<file path="config.mk">
export PLATFORM = sky130hd
export DESIGN_NAME = uart_packet_receiver
export DESIGN_NICKNAME = d
export VERILOG_FILES = /design/src/upr_pkg.sv /design/src/upr_front.sv /design/src/upr_queue.sv /design/src/upr_back.sv /design/src/uart_packet_receiver.sv
export SDC_FILE = /design/constraint.sdc
export NUM_CORES = 1
export LEC_CHECK = 0
export ABC_AREA = 1
export BUFFER_PORTS_ARGS = -buffer_cell sky130_fd_sc_hd__buf_2
export CORE_MARGIN = 4
export CORE_UTILIZATION = 68
export DETAILED_ROUTE_END_ITERATION = 8
export PLACE_DENSITY = 0.87
export SKIP_LAST_GASP = 1
export SLEW_MARGIN = 10
export SYNTH_ARGS = -nofsm -noshare
export SYNTH_HDL_FRONTEND = slang
export SYNTH_SLANG_ARGS = --single-unit
</file>
<file path="constraint.sdc">
create_clock -name clk -period 6.5 [get_ports clk]
set_clock_uncertainty 0.05 [all_clocks]
set_input_delay 0.975 -clock clk [delete_from_list [all_inputs] [get_ports clk]]
set_output_delay 0.975 -clock clk [all_outputs]
set_load 0.01 [all_outputs]
</file>
<file path="src/upr_pkg.sv">
`default_nettype none
package upr_pkg;

  // Field and register widths.
  localparam int TICK_W = 16;
  localparam int BYTE_W = 8;
  localparam int CFG_DATA_W = 16;
  localparam int CFG_INDEX_W = 2;

  // Configuration register indexes.
  localparam logic [CFG_INDEX_W-1:0] REG_BIT_TICKS     = 2'd0;
  localparam logic [CFG_INDEX_W-1:0] REG_HEADER_BYTE   = 2'd1;
  localparam logic [CFG_INDEX_W-1:0] REG_PACKET_LENGTH = 2'd2;

  // Byte queue between the bit receiver and the packet framer.
  localparam int QUEUE_DEPTH = 4;
  localparam int QUEUE_AW = $clog2(QUEUE_DEPTH);

  // One received character as handed from the front to the back.
  typedef struct packed {
    logic [BYTE_W-1:0] value;
    logic              perr;
  } byte_rec_t;

endpackage
`default_nettype wire

</file>
<file path="src/upr_front.sv">
`default_nettype none
module upr_front (
  input  wire logic                          clk,
  input  wire logic                          rst,
  input  wire logic                          accept,
  input  wire logic                          rx_level,
  input  wire logic [upr_pkg::TICK_W-1:0]    bit_ticks,
  output logic                               push,
  output upr_pkg::byte_rec_t                 rec
);
  import upr_pkg::*;

  localparam logic [2:0] MODE_HUNT_LOW    = 3'd0;
  localparam logic [2:0] MODE_HUNT_HIGH   = 3'd1;
  localparam logic [2:0] MODE_CHECK_STOP1 = 3'd2;
  localparam logic [2:0] MODE_CHECK_STOP2 = 3'd3;
  localparam logic [2:0] MODE_WAIT_START  = 3'd4;
  localparam logic [2:0] MODE_START_DELAY = 3'd5;
  localparam logic [2:0] MODE_DATA        = 3'd6;
  localparam logic [2:0] MODE_POST_DELAY  = 3'd7;

  localparam logic [3:0] FRAME_BITS      = 4'd9;
  localparam logic [3:0] STOP_CHECK_BITS = 4'd9;

  logic [2:0]        rx_mode, rx_mode_next;
  logic [TICK_W-1:0] tick_count, tick_count_next;
  logic [3:0]        bit_count, bit_count_next;
  logic [8:0]        shift_bits, shift_bits_next;
  logic              ones_parity, ones_parity_next;

  logic [TICK_W-1:0] full_bit, half_bit, two_half;
  logic [TICK_W-1:0] dd_tick;
  logic [3:0]        dd_bit;
  logic              dd_done;
  logic [3:0]        tb_bc, tb_bc1;
  logic [8:0]        tb_shift;
  logic              tb_par;

  // Bit period with the floor of two, and the half bit derived from it.
  assign full_bit = (bit_ticks < TICK_W'(2)) ? TICK_W'(2) : bit_ticks;
  assign half_bit = {1'b0, full_bit[TICK_W-1:1]};
  assign two_half = {full_bit[TICK_W-1:1], 1'b0};

  // One tick of a delay of tick_count plus bit_count whole bits.
  always_comb begin
    dd_tick = tick_count;
    dd_bit  = bit_count;
    dd_done = 1'b0;
    if (tick_count == '0 && bit_count == '0) begin
      dd_done = 1'b1;
    end else begin
      if (tick_count == '0) begin
        dd_bit  = bit_count - 4'd1;
        dd_tick = full_bit;
      end
      dd_tick = dd_tick - TICK_W'(1);
      dd_done = (dd_tick == '0) && (dd_bit == '0);
    end
  end

  // Sampling of one frame bit, MSB first; the start delay begins at bit zero.
  always_comb begin
    tb_bc    = (rx_mode == MODE_START_DELAY) ? 4'd0 : bit_count;
    tb_shift = shift_bits;
    tb_par   = ones_parity;
    if (rx_level && tb_bc < FRAME_BITS) begin
      tb_shift = shift_bits | (9'h100 >> tb_bc);
      tb_par   = ~ones_parity;
    end
    tb_bc1 = tb_bc + 4'd1;
  end

  // Line state machine, advanced once per accepted sample.
  always_comb begin
    rx_mode_next     = rx_mode;
    tick_count_next  = tick_count;
    bit_count_next   = bit_count;
    shift_bits_next  = shift_bits;
    ones_parity_next = ones_parity;
    push             = 1'b0;
    rec.perr         = tb_par;
    rec.value        = tb_par ? '0 : tb_shift[8:1];
    if (accept) begin
      case (rx_mode)
        MODE_HUNT_LOW: begin
          if (!rx_level) rx_mode_next = MODE_HUNT_HIGH;
        end
        MODE_HUNT_HIGH: begin
          if (rx_level) begin
            rx_mode_next    = MODE_CHECK_STOP1;
            tick_count_next = half_bit;
            bit_count_next  = STOP_CHECK_BITS;
          end
        end
        MODE_CHECK_STOP1, MODE_CHECK_STOP2: begin
          tick_count_next = dd_tick;
          bit_count_next  = dd_bit;
          if (dd_done) begin
            if (!rx_level) begin
              rx_mode_next    = MODE_CHECK_STOP1;
              tick_count_next = two_half;
              bit_count_next  = STOP_CHECK_BITS;
            end else if (rx_mode == MODE_CHECK_STOP1) begin
              rx_mode_next    = MODE_CHECK_STOP2;
              tick_count_next = full_bit;
              bit_count_next  = '0;
            end else begin
              rx_mode_next = MODE_WAIT_START;
            end
          end
        end
        MODE_START_DELAY, MODE_DATA: begin
          if (rx_mode == MODE_START_DELAY) begin
            tick_count_next = dd_tick;
            bit_count_next  = dd_bit;
          end
          if ((rx_mode == MODE_START_DELAY && dd_done) ||
              (rx_mode == MODE_DATA && tick_count <= TICK_W'(1))) begin
            shift_bits_next  = tb_shift;
            ones_parity_next = tb_par;
            tick_count_next  = full_bit;
            if (tb_bc1 < FRAME_BITS) begin
              rx_mode_next   = MODE_DATA;
              bit_count_next = tb_bc1;
            end else begin
              rx_mode_next   = MODE_POST_DELAY;
              bit_count_next = '0;
              push           = 1'b1;
            end
          end else if (rx_mode == MODE_DATA) begin
            tick_count_next = tick_count - TICK_W'(1);
          end
        end
        MODE_WAIT_START, MODE_POST_DELAY: begin
          if (rx_mode == MODE_POST_DELAY && tick_count > TICK_W'(1)) begin
            tick_count_next = tick_count - TICK_W'(1);
          end else begin
            if (rx_mode == MODE_POST_DELAY) tick_count_next = '0;
            if (!rx_level) begin
              rx_mode_next     = MODE_START_DELAY;
              tick_count_next  = half_bit;
              bit_count_next   = 4'd1;
              shift_bits_next  = '0;
              ones_parity_next = 1'b0;
            end else begin
              rx_mode_next = MODE_WAIT_START;
            end
          end
        end
        default: begin
          rx_mode_next = MODE_HUNT_LOW;
        end
      endcase
    end
  end

  // State registers.
  always_ff @(posedge clk) begin
    if (rst) begin
      rx_mode     <= MODE_HUNT_LOW;
      tick_count  <= '0;
      bit_count   <= '0;
      shift_bits  <= '0;
      ones_parity <= 1'b0;
    end else begin
      rx_mode     <= rx_mode_next;
      tick_count  <= tick_count_next;
      bit_count   <= bit_count_next;
      shift_bits  <= shift_bits_next;
      ones_parity <= ones_parity_next;
    end
  end

endmodule
`default_nettype wire

</file>
<file path="src/upr_queue.sv">
`default_nettype none
module upr_queue (
  input  wire logic               clk,
  input  wire logic               rst,
  input  wire logic               push,
  input  wire upr_pkg::byte_rec_t push_rec,
  input  wire logic               pop,
  output upr_pkg::byte_rec_t      head,
  output logic                    empty,
  output logic                    full
);
  import upr_pkg::*;

  byte_rec_t           slots [QUEUE_DEPTH];
  logic [QUEUE_AW-1:0] wr_ptr, rd_ptr;
  logic [QUEUE_AW:0]   count;

  assign empty = (count == '0);
  assign full  = (count == (QUEUE_AW+1)'(QUEUE_DEPTH));
  assign head  = slots[rd_ptr];

  // Entry storage; the front never pushes while the queue is full.
  always_ff @(posedge clk) begin
    if (push) slots[wr_ptr] <= push_rec;
  end

  // Pointers and fill count.
  always_ff @(posedge clk) begin
    if (rst) begin
      wr_ptr <= '0;
      rd_ptr <= '0;
      count  <= '0;
    end else begin
      if (push) wr_ptr <= wr_ptr + QUEUE_AW'(1);
      if (pop) rd_ptr <= rd_ptr + QUEUE_AW'(1);
      if (push && !pop) count <= count + (QUEUE_AW+1)'(1);
      else if (pop && !push) count <= count - (QUEUE_AW+1)'(1);
    end
  end

endmodule
`default_nettype wire

</file>
<file path="src/upr_back.sv">
`default_nettype none
module upr_back (
  input  wire logic                        clk,
  input  wire logic                        rst,
  input  wire upr_pkg::byte_rec_t          head,
  input  wire logic                        empty,
  output logic                             pop,
  input  wire logic [upr_pkg::BYTE_W-1:0]  header_byte,
  input  wire logic [upr_pkg::BYTE_W-1:0]  packet_length,
  output logic                             out_valid,
  input  wire logic                        out_stall,
  output logic [upr_pkg::BYTE_W-1:0]       byte_value,
  output logic [upr_pkg::BYTE_W-1:0]       byte_index,
  output logic                             last_of_packet,
  output logic                             parity_error
);
  import upr_pkg::*;

  logic [BYTE_W-1:0] packet_position, packet_position_next;
  logic              load_en, keep, last;
  logic [BYTE_W:0]   len, pos_plus;

  // The output register takes a new beat when empty or being drained.
  assign load_en = !out_valid || !out_stall;
  assign pop     = load_en && !empty;

  // Header check on the first byte, and end of packet detection.
  assign keep     = (packet_position != '0) || (head.value == header_byte);
  assign len      = (packet_length == '0) ? (BYTE_W+1)'(1) : {1'b0, packet_length};
  assign pos_plus = {1'b0, packet_position} + (BYTE_W+1)'(1);
  assign last     = (pos_plus >= len);

  always_comb begin
    packet_position_next = packet_position;
    if (pop && keep) packet_position_next = last ? '0 : pos_plus[BYTE_W-1:0];
  end

  // Output payload register.
  always_ff @(posedge clk) begin
    if (pop && keep) begin
      byte_value     <= head.value;
      byte_index     <= packet_position;
      last_of_packet <= last;
      parity_error   <= head.perr;
    end
  end

  // Output valid and packet position.
  always_ff @(posedge clk) begin
    if (rst) begin
      out_valid       <= 1'b0;
      packet_position <= '0;
    end else begin
      if (load_en) out_valid <= pop && keep;
      packet_position <= packet_position_next;
    end
  end

endmodule
`default_nettype wire

</file>
<file path="src/uart_packet_receiver.sv">
`default_nettype none
// Serial receiver for frames of eight data bits plus a parity bit, MSB first,
// with two stop bits, taking one line sample per clock on the input channel.
// After reset it hunts for frame alignment by checking both stop bits, then
// samples each character at mid-bit; a character with an odd count of ones is
// delivered as zero with parity_error set. Characters are grouped into packets
// of packet_length bytes whose first byte must equal header_byte; a first byte
// that does not match is dropped. The block takes one sample every cycle: the
// bit receiver advances once per beat, and it stalls the input only when the
// four-entry byte queue in front of the packet framer is full, which happens
// only after the output side has stalled for several characters. The framer
// drains one byte per cycle into an output register unless out_stall holds
// it. A new bit_ticks value applies from the next tick reload, even mid-delay.
module uart_packet_receiver (
  input  wire logic                            clk,
  input  wire logic                            rst,
  input  wire logic                            cfg_write,
  input  wire logic [upr_pkg::CFG_INDEX_W-1:0] cfg_index,
  input  wire logic [upr_pkg::CFG_DATA_W-1:0]  cfg_data,
  input  wire logic                            in_valid,
  output logic                                 in_stall,
  input  wire logic                            rx_level,
  output logic                                 out_valid,
  input  wire logic                            out_stall,
  output logic [upr_pkg::BYTE_W-1:0]           byte_value,
  output logic [upr_pkg::BYTE_W-1:0]           byte_index,
  output logic                                 last_of_packet,
  output logic                                 parity_error
);
  import upr_pkg::*;

  logic [TICK_W-1:0] bit_ticks;
  logic [BYTE_W-1:0] header_byte;
  logic [BYTE_W-1:0] packet_length;

  logic      accept, push, pop, q_empty, q_full;
  byte_rec_t push_rec, head;

  // Configuration registers.
  always_ff @(posedge clk) begin
    if (rst) begin
      bit_ticks     <= TICK_W'(10);
      header_byte   <= BYTE_W'(1);
      packet_length <= BYTE_W'(10);
    end else if (cfg_write) begin
      case (cfg_index)
        REG_BIT_TICKS:     bit_ticks     <= cfg_data[TICK_W-1:0];
        REG_HEADER_BYTE:   header_byte   <= cfg_data[BYTE_W-1:0];
        REG_PACKET_LENGTH: packet_length <= cfg_data[BYTE_W-1:0];
        default: ;
      endcase
    end
  end

  // Input beats are held off only while the byte queue is full.
  assign in_stall = q_full;
  assign accept   = in_valid && !q_full;

  upr_front u_front (
    .clk       (clk),
    .rst       (rst),
    .accept    (accept),
    .rx_level  (rx_level),
    .bit_ticks (bit_ticks),
    .push      (push),
    .rec       (push_rec)
  );

  upr_queue u_queue (
    .clk      (clk),
    .rst      (rst),
    .push     (push),
    .push_rec (push_rec),
    .pop      (pop),
    .head     (head),
    .empty    (q_empty),
    .full     (q_full)
  );

  upr_back u_back (
    .clk            (clk),
    .rst            (rst),
    .head           (head),
    .empty          (q_empty),
    .pop            (pop),
    .header_byte    (header_byte),
    .packet_length  (packet_length),
    .out_valid      (out_valid),
    .out_stall      (out_stall),
    .byte_value     (byte_value),
    .byte_index     (byte_index),
    .last_of_packet (last_of_packet),
    .parity_error   (parity_error)
  );

endmodule
`default_nettype wire
</file>
==> parameters.txt <==
Parameter                              Value

Clock tree
  Insertion delay of the later-clocked pin in the worst-skew pair    430 ps
  CTS tree    built
  Number of buffers between clock root and the deepest sink    2
  TritonCTS Buffers    17
  H-tree depth reported by CTS    4
  Number of clock sinks seen by CTS    136
  Clock-pin transition on the worst setup and hold timing paths    60 ps
  Clk root buf    clkbuf_16
  PostCTS Resize Cnt    0
  Post CTS Setup Buffer Count    0
  Cts hold-fix bufs    0

Critical path
  Start of the worst register-to-register path    u_front.tick_count[0]
  Worst reg2reg path depth    30
  Critical path start-end classification    register to register
  Slowest CP cell    nand2_2
  Critical Path Source    u_front.tick_count[0]
  Peak per-stage delay on the critical path    400 ps
  Maximum fanout along the worst path    20
  Critical path capture point type    register
  Crit path launch type    register
  Required time of the critical path    6760 ps
  Arrival time worst endpoint    5430 ps

Routing
  Ratio of routed vias to standard cells    5.969
  Remaining routing DRC violations    5
  Remaining antenna violation count after routing    0
  Detailed-route via count    9,317
  Detailed Route WL    25.51 mm
  Iteration count of the initial detailed-routing pass    9
  1st-iter DRT viols    1,378
  Detail-routed net length per standard cell    16.34 um

GRT
  GR met1 Demand/Resource    0.4606
  Total global routing track utilization    0.3273
  Largest net degree at the start of global routing    45
  Initial antenna violation count    0
  Congestion Overflow GR    0
  Number of global-route vias before repair    8,305
  Wire length of the first global-routing pass    41.59 mm
  Most utilized layer in the global route result    met2
  M3 GR Usage    0.06229
  Met2 GRT Util    0.5035

Logic synthesis
  Ys async rst share    0
  Top post-synthesis cells by area    dfxtp_1, edfxtp_1, nand2_1
  Sequential share of the synthesized area    0.3551
  Dominant cell type by area after synthesis    dfxtp_1
  Mean cell area of the mapped netlist    6.742 sq um
  Synth warn    0
  Number of enable-type register cells in the synthesized netlist    54
  Top post-synthesis cells by count    nand2_1, inv_1, nor2_1, nand3_1, o21ai_0
  Cell with the most instances after synthesis    nand2_1
  Count of cell types in the netlist    51
  Synthesized Nets    1,417
  Gate Count Post-Synth    1,363
  Number of storage elements in the synthesis netlist    136
  Area of the mapped netlist    9189 sq um
  Top cell type's share of synthesized area    0.1786
  Commonest register cell after synthesis    dfxtp_1

STA
  Finish-stage setup viols    0
  Final number of hold-violating endpoints    0
  Setup repair after global routing missed its margin    false
  Fin crit share    0.7961
  Setup total negative slack    0 ps
  Time the final worst path needs with I/O delays and setup    5175 ps
  Slew at the pin with the worst max-slew slack    1263 ps
  Top achievable clock speed    193.2 MHz
  Max transition margin    0.1547
  Pins Over Slew Limit    0

Pwr
  Total chip power    0.003336 W
  Power Dens Cells    336.4 nW/um^2
  Leakage dissipation    4.606 nW
  Max IR drop VDD    227.2 uV

Place
  HPWL after detailed placement    18.34 mm
  Gp weighted congestion    1.037
  I/O Buffers    43

Die
  Die W    124.2 um
  I/O pin total    44
  Die area    15,440 sq um
  Die Y    124.2 um
  Starting utilization of the core area    0.6939
  Number of rows created at floorplan    42
  Placeable core area    13,240 sq um

Finish
  Fillers    1,052
  N_diodes    0
  Fraction of final layout cells with drive strength greater than 1    0.08664
  Total area of multi-input combinational cells    5061 sq um
  Layout overhead on the synthesized area    7.911%
  Layout net count    1,426
  Sequential cell area    3263 sq um

Worst hold path
  Startpoint of the tightest hold check path    u_front.shift_bits[7]
  Min-delay worst type    register to register
  WHS Path Cells    2

Run
  Max-Cap Viols    0

Outcome
  Outcome    finished with violations
  Failing checks    DRC
metal layers:
metal | vias to the layer above | share of wire | wire length (um)
met2 | 622 | 0.44 | 11220
li1 | 4487 | - | -
met1 | 4123 | 0.42 | 10680
met3 | 85 | 0.11 | 2862
met4 | 0 | 0.029 | 742
met5 | - | 0 | 0
metrics by stage:
step	instance area [sq um]	hold slack, ps	util	setup slack [ps]	instances
4_1_cts	9916	419.3	0.7488	1425	1561
6_report	9916	423.9	0.7488	1325	1561
3_5_place_dp	9376	410.5	0.7081	1460	1529
5_1_grt	9916	434.6	0.7488	912.3	1561
3_3_place_gp	9376	406.6	0.7081	1675	1529
2_1_floorplan	9189	386.2	-	2398	1363
cells in the final DEF, fill, tap and decap left out, drive strengths merged, types with 2 or more instances in the layout:
cell	Yosys	routed
o2111ai	2	2
clkbuf	39	21
o31ai	2	2
nand3	135	135
nor3b	2	2
inv	154	157
or2	4	4
nor4	5	5
xor2	23	23
edfxtp	54	54
nor2	148	148
clkinv	6	12
o21a	5	5
ha	29	29
o22ai	3	3
o21ai	100	100
a211oi	2	2
nand4	15	15
a311oi	8	8
dfxtp	82	82
nand3b	5	5
buf	16	45
nand2	393	393
a22oi	6	6
o211ai	5	5
xnor2	2	2
nor3	10	10
a31oi	18	18
a21oi	85	85
final timing paths:
kind / slack, ps / end
min: 420 / u_front.shift_bits[7]
min reg2reg: 420 / u_front.shift_bits[7]
max reg2reg: 1330 / u_queue.count[2]
max: 1330 / u_queue.count[2]
kinds of logic after synthesis:
logic type	count (synthesis)	share of synthesized area
simple gates	717	0.3403
compound gates	240	0.1450
buf+inv	215	0.09409
flops	136	0.3551
fa+ha+maj	30	0.04167
xor+xnor	25	0.02383
worst max-delay path: cells and delay by family (launching register included):
family	cells	cell delay (ps)
flip-flops	1	370
buffers and inverters	4	410
adder cells (fa/ha/maj)	4	990
AO/OA/AOI/OAI	4	500
AND/OR/NAND/NOR	18	2710
sequential cells by signal, summed over array words and instances, names as in the netlist, 8 cells and up, named ones only:
register,count
u_back.byte_value,8
header_byte,8
packet_length,8
u_front.tick_count,16
bit_ticks,16
u_back.byte_index,8
u_front.shift_bits,8
u_back.packet_position,8
u_queue.slots,36
power breakdown:
| group | switching [W] | internal, W |
|---|---|---|
| registers | 0.0000719 | 0.000982 |
| clock network | 0.000377 | 0.000526 |
| logic | 0.000959 | 0.000420 |
| total | 0.00141 | 0.00193 |
area by class of cell:
class / instances / area share
Sequential cell: 136 / 0.3291
Tap cell: 176 / 0.02221
Clock buffer: 21 / 0.04442
Timing Repair Buffer: 45 / 0.02322
Multi-Input combinational cell: 1012 / 0.5104
Inverter: 160 / 0.06069
Clock inverter: 11 / 0.009968
Note: power is estimated with default switching activity, not from simulation.
